<file path="src/rtl/core/vbs_pkg.sv">
package vbs_pkg;
    localparam int Samples = 16;
    localparam int MaxWidth = 64;
    localparam int MaxHeight = 64;
    localparam int SlotW = $clog2(Samples);
    localparam int XW = $clog2(MaxWidth);
    localparam int YW = $clog2(MaxHeight);
    localparam int AddrW = XW + YW + SlotW;
    localparam int CntW = $clog2(Samples + 1);
    localparam logic OP_LOAD = 1'b0;
    localparam logic OP_SEGMENT = 1'b1;
    localparam logic [2:0] REG_RADIUS = 3'd0;
    localparam logic [2:0] REG_MIN = 3'd1;
    localparam logic [2:0] REG_SUBSAMPLE = 3'd2;
    localparam logic [2:0] REG_WIDTH = 3'd3;
    localparam logic [2:0] REG_HEIGHT = 3'd4;

    typedef struct packed {
        logic [8:0] match_radius;
        logic [4:0] min_matches;
        logic [6:0] frame_width;
        logic [6:0] frame_height;
    } cfg_t;

    function automatic logic [17:0] dist_sq(input logic [23:0] a, input logic [23:0] b);
        logic [7:0] dr;
        logic [7:0] dg;
        logic [7:0] db;
        dr = (a[23:16] > b[23:16]) ? a[23:16] - b[23:16] : b[23:16] - a[23:16];
        dg = (a[15:8] > b[15:8]) ? a[15:8] - b[15:8] : b[15:8] - a[15:8];
        db = (a[7:0] > b[7:0]) ? a[7:0] - b[7:0] : b[7:0] - a[7:0];
        return 18'(dr * dr) + 18'(dg * dg) + 18'(db * db);
    endfunction
endpackage

</file>
<file path="src/rtl/core/vbs_cfg.sv">
module vbs_cfg (
    input  logic                clk,
    input  logic                rst_n,
    input  logic                cfg_write,
    input  logic [2:0]          cfg_index,
    input  logic [8:0]          cfg_data,
    output vbs_pkg::cfg_t       cfg
);
    import vbs_pkg::*;

    cfg_t cfg_reg;
    logic [8:0] subsample_reg;

    assign cfg = cfg_reg;

    always_ff @(posedge clk or negedge rst_n)
    begin
        if (!rst_n)
        begin
            cfg_reg.match_radius <= 9'd20;
            cfg_reg.min_matches <= 5'd2;
            cfg_reg.frame_width <= 7'd64;
            cfg_reg.frame_height <= 7'd64;
            subsample_reg <= 9'd16;
        end
        else if (cfg_write)
        begin
            unique case (cfg_index)
                REG_RADIUS: cfg_reg.match_radius <= cfg_data;
                REG_MIN: cfg_reg.min_matches <= cfg_data[4:0];
                REG_SUBSAMPLE: subsample_reg <= cfg_data;
                REG_WIDTH: cfg_reg.frame_width <= cfg_data[6:0];
                REG_HEIGHT: cfg_reg.frame_height <= cfg_data[6:0];
                default: subsample_reg <= subsample_reg;
            endcase
        end
    end
endmodule

</file>
<file path="config.mk">
export PLATFORM = sky130hd
export DESIGN_NAME = vbs_cfg
export DESIGN_NICKNAME = d
export VERILOG_FILES = /design/src/rtl/core/vbs_pkg.sv /design/src/rtl/core/vbs_cfg.sv
export SDC_FILE = /design/constraint.sdc
export NUM_CORES = 1
export LEC_CHECK = 0
export BUFFER_PORTS_ARGS = -buffer_cell sky130_fd_sc_hd__buf_2
export CAP_MARGIN = 20
export CELL_PAD_IN_SITES_DETAIL_PLACEMENT = 0
export CELL_PAD_IN_SITES_GLOBAL_PLACEMENT = 1
export CORE_MARGIN = 5
export CORE_UTILIZATION = 34
export CTS_CLUSTER_SIZE = 25
export DETAILED_ROUTE_END_ITERATION = 6
export GPL_ROUTABILITY_DRIVEN = 0
export HOLD_SLACK_MARGIN = 0.1
export PLACE_DENSITY = 0.75
export SLEW_MARGIN = 30
export SYNTH_ARGS = -nofsm -noshare
export SYNTH_HDL_FRONTEND = slang
export SYNTH_SLANG_ARGS = --single-unit
</file>
<file path="constraint.sdc">
create_clock -name clk -period 0.8 [get_ports clk]
set_clock_uncertainty 0.1 [all_clocks]
set_input_delay 0.24 -clock clk [delete_from_list [all_inputs] [get_ports clk]]
set_output_delay 0.24 -clock clk [all_outputs]
set_load 0.01 [all_outputs]
</file>
Yosys cells after proc, flatten, opt, wreduce, memory -nomap -nowiden
Cells that the tools add are included.
{"block": "totals", "reg_bits": 28, "latch_bits": 0, "ramBits": 0, "romBits": 0, "in_bits": 15, "memories": 0}
{"block": "op_classes", "add_sub_neg": 0, "n_mul": 0, "n_div": 0, "n_lt_le_gt_ge": 0, "n_eq_ne": 3, "shifts": 0, "muxes": 0, "bitwise_logic": 0, "reduce_logical": 5}
{"operator": "2-bit AND reduction", "count": 4}
{"operator": "3-bit by 1-bit equality test with 1-bit output, second input constant", "count": 1}
{"operator": "3-bit by 2-bit equality test with 1-bit output, second input constant", "count": 1}
{"operator": "3-bit equality test, second input constant", "count": 1}
{"operator": "3-bit logical NOT", "count": 1}

Depth between registers and ports, before layout
Gate-level depths: netlist of run 1.
{"block": "logic_depth", "ltp_word": 2, "depth_mapped": 3, "ltp_nobuf": 2}

Worst setup path after synthesis of run 1
OpenSTA, ideal clock, no wires.
{"block": "synth_path", "path_kind": "input -> register", "startpoint": "in cfg_index[1]", "endpoint": "reg cfg_reg, in the netlist cfg[19]", "arrival_ns": 1.103, "path_slack_ns": -0.528, "path_stages": 2, "path_cell_list": "nor4b_4 mux2_2"}
{"block": "synth_between", "elab_chain_len": 2}
{"item": "start, declared", "line_no": "vbs_cfg.sv:5", "source": "input logic [2:0] cfg_index,"}
{"item": "3-bit logical NOT", "line_no": "vbs_cfg.sv:28", "source": "unique case (cfg_index)"}
{"item": "2-bit AND reduction (no source line)"}
{"item": "end, declared", "line_no": "vbs_cfg.sv:11", "source": "cfg_t cfg_reg;"}
No other way between the ends.
A chain may end at the register's enable or synchronous reset.

Final worst setup path of run 1
{"block": "layout_path", "startpoint": "reg cfg_reg, in the netlist cfg[15]", "endpoint": "out cfg[15] in the netlist's numbering"}
{"item": "end, declared", "line_no": "vbs_cfg.sv:7", "source": "output vbs_pkg::cfg_t cfg"}
No word-level cell between the ends.

==> results of run 1 <==
==> per-layer routing <==
layer | up-vias | wire, um | track usage [%]
li1 | 351 | - | -
met3 | 2 | 156 | 2.55
met1 | 367 | 1040 | 14.6
met2 | 26 | 1190 | 19.0
met4 | 0 | 27 | 5.33
met5 | - | 0 | 0
==> layout by cell type (no fill, tap or decap) <==
cell / instances
nand4b_1: 1
buf_6: 13
dfstp_2: 5
dlygate4sd3_1: 1
and4bb_4: 1
buf_4: 12
dfrtp_1: 23
buf_8: 3
clkbuf_8: 1
nor4bb_2: 1
mux2_2: 6
mux2_4: 22
buf_12: 3
buf_2: 30
clkbuf_4: 3
nor4b_4: 1
==> metrics by stage <==
| stage | area [um^2] | utilization (%) |
|---|---|---|
| finish | 1760 | 57.7 |
| floorplan | 1130 | - |
| CTS | 1690 | 55.3 |
| global placement | 1470 | 48.0 |
| detailed placement | 1470 | 48.0 |
| global route | 1760 | 57.7 |
==> final timing paths <==
check                                to  slack, ns  cells past startpoint
worst min register to register   cfg[7]       0.42                      1
worst max-delay path            cfg[15]      -0.52                      1
worst max register to register  cfg[15]      -0.24                      3
min in group asynchronous       cfg[14]       0.28                      3
max in group asynchronous       cfg[21]       0.09                      3
worst min-delay path            cfg[26]       0.06                      2
==> cell families after synthesis <==
logic type | Yosys count
multiplexers | 28
buffers and inverters | 1
flip-flops | 28
AND/OR/NAND/NOR | 4
==> cell type report <==
cell class	instances	area, um^2	area share [%]
well taps	44	55.1	3.12
multi-input cells	32	463	26.3
clock buffers	4	36.3	2.06
repair buffers	62	502	28.5
flip-flops and latches	28	707	40.1
==> what timing repair did <==
action                                 CTS  global route
resized for setup                       24             9
endpoints found under the hold margin   50            22
setup endpoints to repair               56            56
pin swaps                                3             1
setup buffers                           10             7
cloned                                   0             0
==> power by group <==
| part | switching [mW] | total, mW | internal [mW] |
|---|---|---|---|
| Combinational | 0.502 | 1.48 | 0.975 |
| Clock | 0.369 | 0.647 | 0.278 |
| Sequential | 0.180 | 1.95 | 1.77 |
==> metrics.csv, run 1 <==
metric,value,unit
Slew headroom,82.6,%
Skew-Pair Late Insertion Delay,0.31,ns
grt ovf,0,
max_cap viols,0,
DIE AREA,4410,um^2
critical path endpoint category,output port,
CTS H-tree depth,1,
vias in the first global route,810,
clock-pin transition on the worst setup and hold timing paths,0.14,ns
Synth Area in XOR/XNOR,0,%
Placed Cells,150,
Starting Density,35.5,%
fin crit share,165,%
Synth Area in Simple Gates,5.09,%
Power Total,4.07,mW
CP bufs+invs,1,
synth warn,0,
PD cells,2310,nW/um^2
"critical path fanouts, max",2,
die width,66.4,um
First-pass DRT Iterations,3,
"non-filler cells, final",170,
cell count after synthesis,61,
ys flop type,dfrtp_1,
Fin. Hold Viols,0,
crit path cell chain,buf_6,
adder-cell area share of the yosys netlist,0,%
TritonCTS Sinks,28,
first-pass GRT wire length,3860,um
top cell type by total area after synthesis,dfrtp_1,
Slew @ Worst Pin,0.260,ns
TritonCTS clock tree,yes,
final hold slack,0.0576,ns
initial drt markers,11,
mux share of post-synthesis cell area,29.1,%
max-slew violations,0,
Fin Setup TNS,-16.88,ns
Netlist cell types,8,
CTS Buf Count,3,
register area share after synthesis,65.3,%
top post-synthesis cells by area,"dfrtp_1, mux2_2, dfstp_2",
largest net degree at the start of global routing,29,
Slowest cell on crit path,dfstp_2,
P&R area growth vs syn,62.9,%
fraction of synthesis flops using an asynchronous set or reset pin,100,%
DRT Wirelength,2410,um
"count leader, synth",mux2_2,
IO buf count,42,
CTS Hold Bufs,1,
hpwl dp,1740,um
largest family of logic cells by synthesized area,multiplexers,
Final min period,1.32,ns
Synth Area per Inst,17.7,um^2
FMAX,759,MHz
Post-synth EDFFs,0,
Crit Reg-Reg Startpoint,cfg[15],
RSZ-0062 raised after global routing,true,
Nets,142,
status,"finished, violations left",
DRT antenna net count,0,
Vias/cell,4.39,
clk buf depth,2,
CP Data Arrival Time,0.98,ns
syn_nets,76,
Crit Path Category,reg2out,
crit-path max cell delay,0.57,ns
Avg WL per Cell,14.2,um
pre-CTS WS,-0.636,ns
Setup-failing EPs final,56,
crit-path leading delay family,flip-flops,
Filler cells,265,
Worst EP required,0.46,ns
clock root buffer,clkbuf_4,
Via Count,746,
# DRC,0,
crit start category,register,
top cell type's share of synthesized area,53.2,%
Compound-Gate Fraction of Synth Area,0,%
Pleak,0.862,nW
Max IR drop VDD,1.38,mV
worst min path class,in2reg,
GRT Resource Usage Total,11.7,%
Final WS setup,-0.518,ns
flip-flop count of the largest register after layout,28,
antenna violations before repair,0,
mapped cell area,1080,um^2
IO Pins,43,
critical path launch point,cfg[15],
Core Area,3050,um^2
#FFs+latches synth,28,
Die Span Y,66.4,um
Core Rows,20,
min-delay src,cfg_data[7],
ant diodes,0,
commonest cells in the synthesized netlist,"mux2_2, dfrtp_1, dfstp_2",
failing checks,negative setup slack,
share of layout cells above drive strength 1,80.2,%
No activity file was read; power rests on OpenSTA's default activity.
==> inputs of run 2 (changes only) <==
--- a/config.mk
+++ b/config.mk
@@ -10,12 +10,12 @@
 export CELL_PAD_IN_SITES_DETAIL_PLACEMENT = 0
 export CELL_PAD_IN_SITES_GLOBAL_PLACEMENT = 1
 export CORE_MARGIN = 5
-export CORE_UTILIZATION = 34
+export CORE_UTILIZATION = 37
 export CTS_CLUSTER_SIZE = 25
 export DETAILED_ROUTE_END_ITERATION = 6
 export GPL_ROUTABILITY_DRIVEN = 0
 export HOLD_SLACK_MARGIN = 0.1
-export PLACE_DENSITY = 0.75
+export PLACE_DENSITY = 0.77
 export SLEW_MARGIN = 30
 export SYNTH_ARGS = -nofsm -noshare
 export SYNTH_HDL_FRONTEND = slang
==> constraint.sdc (replaced) <==
create_clock -name clk -period 1.28 [get_ports clk]
set_clock_uncertainty 0.1 [all_clocks]
set_input_delay 0.384 -clock clk [delete_from_list [all_inputs] [get_ports clk]]
set_output_delay 0.384 -clock clk [all_outputs]
set_load 0.01 [all_outputs]
==> run 2 against run 1 <==
  * The flow still finishes with violations (negative setup slack)
  * Register-to-register slack better by 0.41 ns
  * Sequential power down 38%
  * Critical path type unchanged
  * Largest cell class unchanged
  * Design area fell by 8.7%
  * Via count is 1.1% lower
  * Global-route usage grew 0.33 points
  * Utilization up 0.10 points
  * Hold slack better by 0.14 ns
  * Sequential share of layout area rose by 3.8 points
==> metrics.csv, run 2 (same netlist as run 1, synthesis figures left out) <==
metric,value,unit,change
Pleak,0.776,nW,-10%
Final min period,1.47,ns,
Placement Cell Area,1410,um^2,-3.8%
share of layout cells above drive strength 1,79.5,%,-0.65 points
Die Span Y,64.1,um,-3.5%
Avg WL per Cell,15.3,um,+7.8%
DIE AREA,4110,um^2,-6.9%
Setup-failing EPs final,28,,-50%
TritonCTS Sinks,28,,unchanged
crit-path leading delay family,flip-flops,,
clock network power share,21.9,%,+6.0 points
clk buf depth,2,,unchanged
failing checks,negative setup slack,,
GRT Resource Usage Total,12.0,%,+0.33 points
max-slew violations,0,,unchanged
Int Power,1.91,mW,-37%
Slowest cell on crit path,dfstp_2,,
grt ovf,0,,unchanged
vias in the first global route,809,,-0.12%
"critical path fanouts, max",2,,unchanged
DRT antenna net count,0,,unchanged
CTS H-tree depth,1,,unchanged
Worst EP required,0.80,ns,+0.34 ns
IO buf count,42,,unchanged
# DRC,0,,unchanged
sequential share of power,47.4,%,-0.4 points
Final WS setup,-0.186,ns,+0.332 ns
CP Data Arrival Time,0.98,ns,about the same
Starting Density,38.9,%,+3.5 points
Sw Ratio,25.4,%,-0.44 points
die width,64.1,um,-3.5%
fin area,1610,um^2,-8.7%
P&R area growth vs syn,48.7,%,
crit-path max cell delay,0.57,ns,about the same
Filler cells,218,,-18%
critical path endpoint category,output port,,
DRT Wirelength,2340,um,-2.9%
ant diodes,0,,unchanged
clock-pin transition on the worst setup and hold timing paths,0.15,ns,about the same
largest net degree at the start of global routing,29,,unchanged
status,"finished, violations left",,
Psw,0.651,mW,-38%
initial drt markers,35,,+24
Max IR drop VDD,1.14,mV,-18%
final hold slack,0.196,ns,+0.139 ns
TritonCTS clock tree,yes,,
most frequent cells in the layout,"buf_2, dfrtp_1, mux2_2",,
FMAX,682,MHz,
"commonest non-fill, non-tap cell in the layout",buf_2,,
RSZ-0062 raised after global routing,true,,
Nets,138,,-2.8%
Slew @ Worst Pin,0.339,ns,+0.0792 ns
Crit Path Category,reg2out,,
crit start category,register,,
Via Count,738,,-1.1%
First-pass DRT Iterations,3,,unchanged
Gate power share,30.8,%,-5.5 points
Slew headroom,77.4,%,-5.2 points
fin crit share,115,%,
first-pass GRT wire length,3880,um,+0.34%
Skew-Pair Late Insertion Delay,0.32,ns,about the same
multi-input logic area,403,um^2,-13%
CP bufs+invs,1,,unchanged
Sequential Area,707,um^2,unchanged
antenna violations before repair,0,,unchanged
IO Pins,43,,unchanged
max_cap viols,0,,unchanged
Core Area,2780,um^2,-8.9%
hpwl dp,1730,um,-0.20%
worst min path class,in2reg,,
Fin Setup TNS,-2.36,ns,+14.51 ns
clock root buffer,clkbuf_4,,
Fin. Hold Viols,0,,unchanged
crit path cell chain,buf_6,,
R2R setup slack,0.17,ns,+0.41 ns
flip-flop count of the largest register after layout,28,,unchanged
Vias/cell,4.82,,+9.9%
PD cells,1590,nW/um^2,-31%
CTS Buf Count,3,,unchanged
Core Rows,19,,-5.0%
run 2: cell types whose count changed in the layout (fill, tap and decap cells not counted), sizes merged:
cell and delta:
clkbuf -1, buf -4, bufinv +1
run 2: worst paths after layout:
path                       endpoint   startpoint  cells after the start
min in group asynchronous    cfg[1]        rst_n                      3
min                         cfg[27]  cfg_data[8]                      2
max                         cfg[23]      cfg[23]                      1
max reg2reg                  cfg[3]       cfg[3]                      3
min reg2reg                 cfg[12]      cfg[12]                      1
max in group asynchronous    cfg[6]        rst_n                      3
run 2: power groups by stage:
stage | sequential (mW) | combinational [mW] | clock, mW
3_3_place_gp | 1.21 | 0.602 | 0
4_1_cts | 1.21 | 0.709 | 0.575
5_1_grt | 1.24 | 0.849 | 0.614
6_report | 1.21 | 0.788 | 0.560
2_1_floorplan | 1.31 | 0.217 | 0
3_5_place_dp | 1.22 | 0.616 | 0
run 2: per-layer routing:
metal / vias to the layer above / track usage [%] / wire length (um)
li1: 347 / - / -
met1: 365 / 16.3 / 1060
met2: 24 / 18.2 / 1110
met3: 2 / 3.68 / 160
met4: 0 / 3.90 / 13
met5: - / 0 / 0
run 2: repair_timing:
item / in CTS / in global routing
pin swaps: 0 / 0
endpoints found under the setup margin: 28 / 28
hold endpoints to repair: 23 / 0
resized for setup: 6 / 4
setup buffers: 4 / 6
cloned: 0 / 0
hold buffers: 1 / 0
run 2: layout make-up:
class                   count  area share, %
flip-flops and latches     28           43.9
multi-input cells          32           25.0
repair buffers             58           25.3
well taps                  31           2.41
clock inverters             1           1.87
clock buffers               3           1.40
run 2: metrics by stage:
stage                     instances  total power [mW]  util, %  setup WS (ns)
after global placement          138              1.81     50.7         -0.298
after CTS                       147              2.49     55.3         -0.202
after detailed placement        138              1.83     50.7         -0.322
final                           153              2.56     57.8         -0.186
after floorplan                  61              1.53        -         -0.192
after global routing            153              2.70     57.8         -0.240
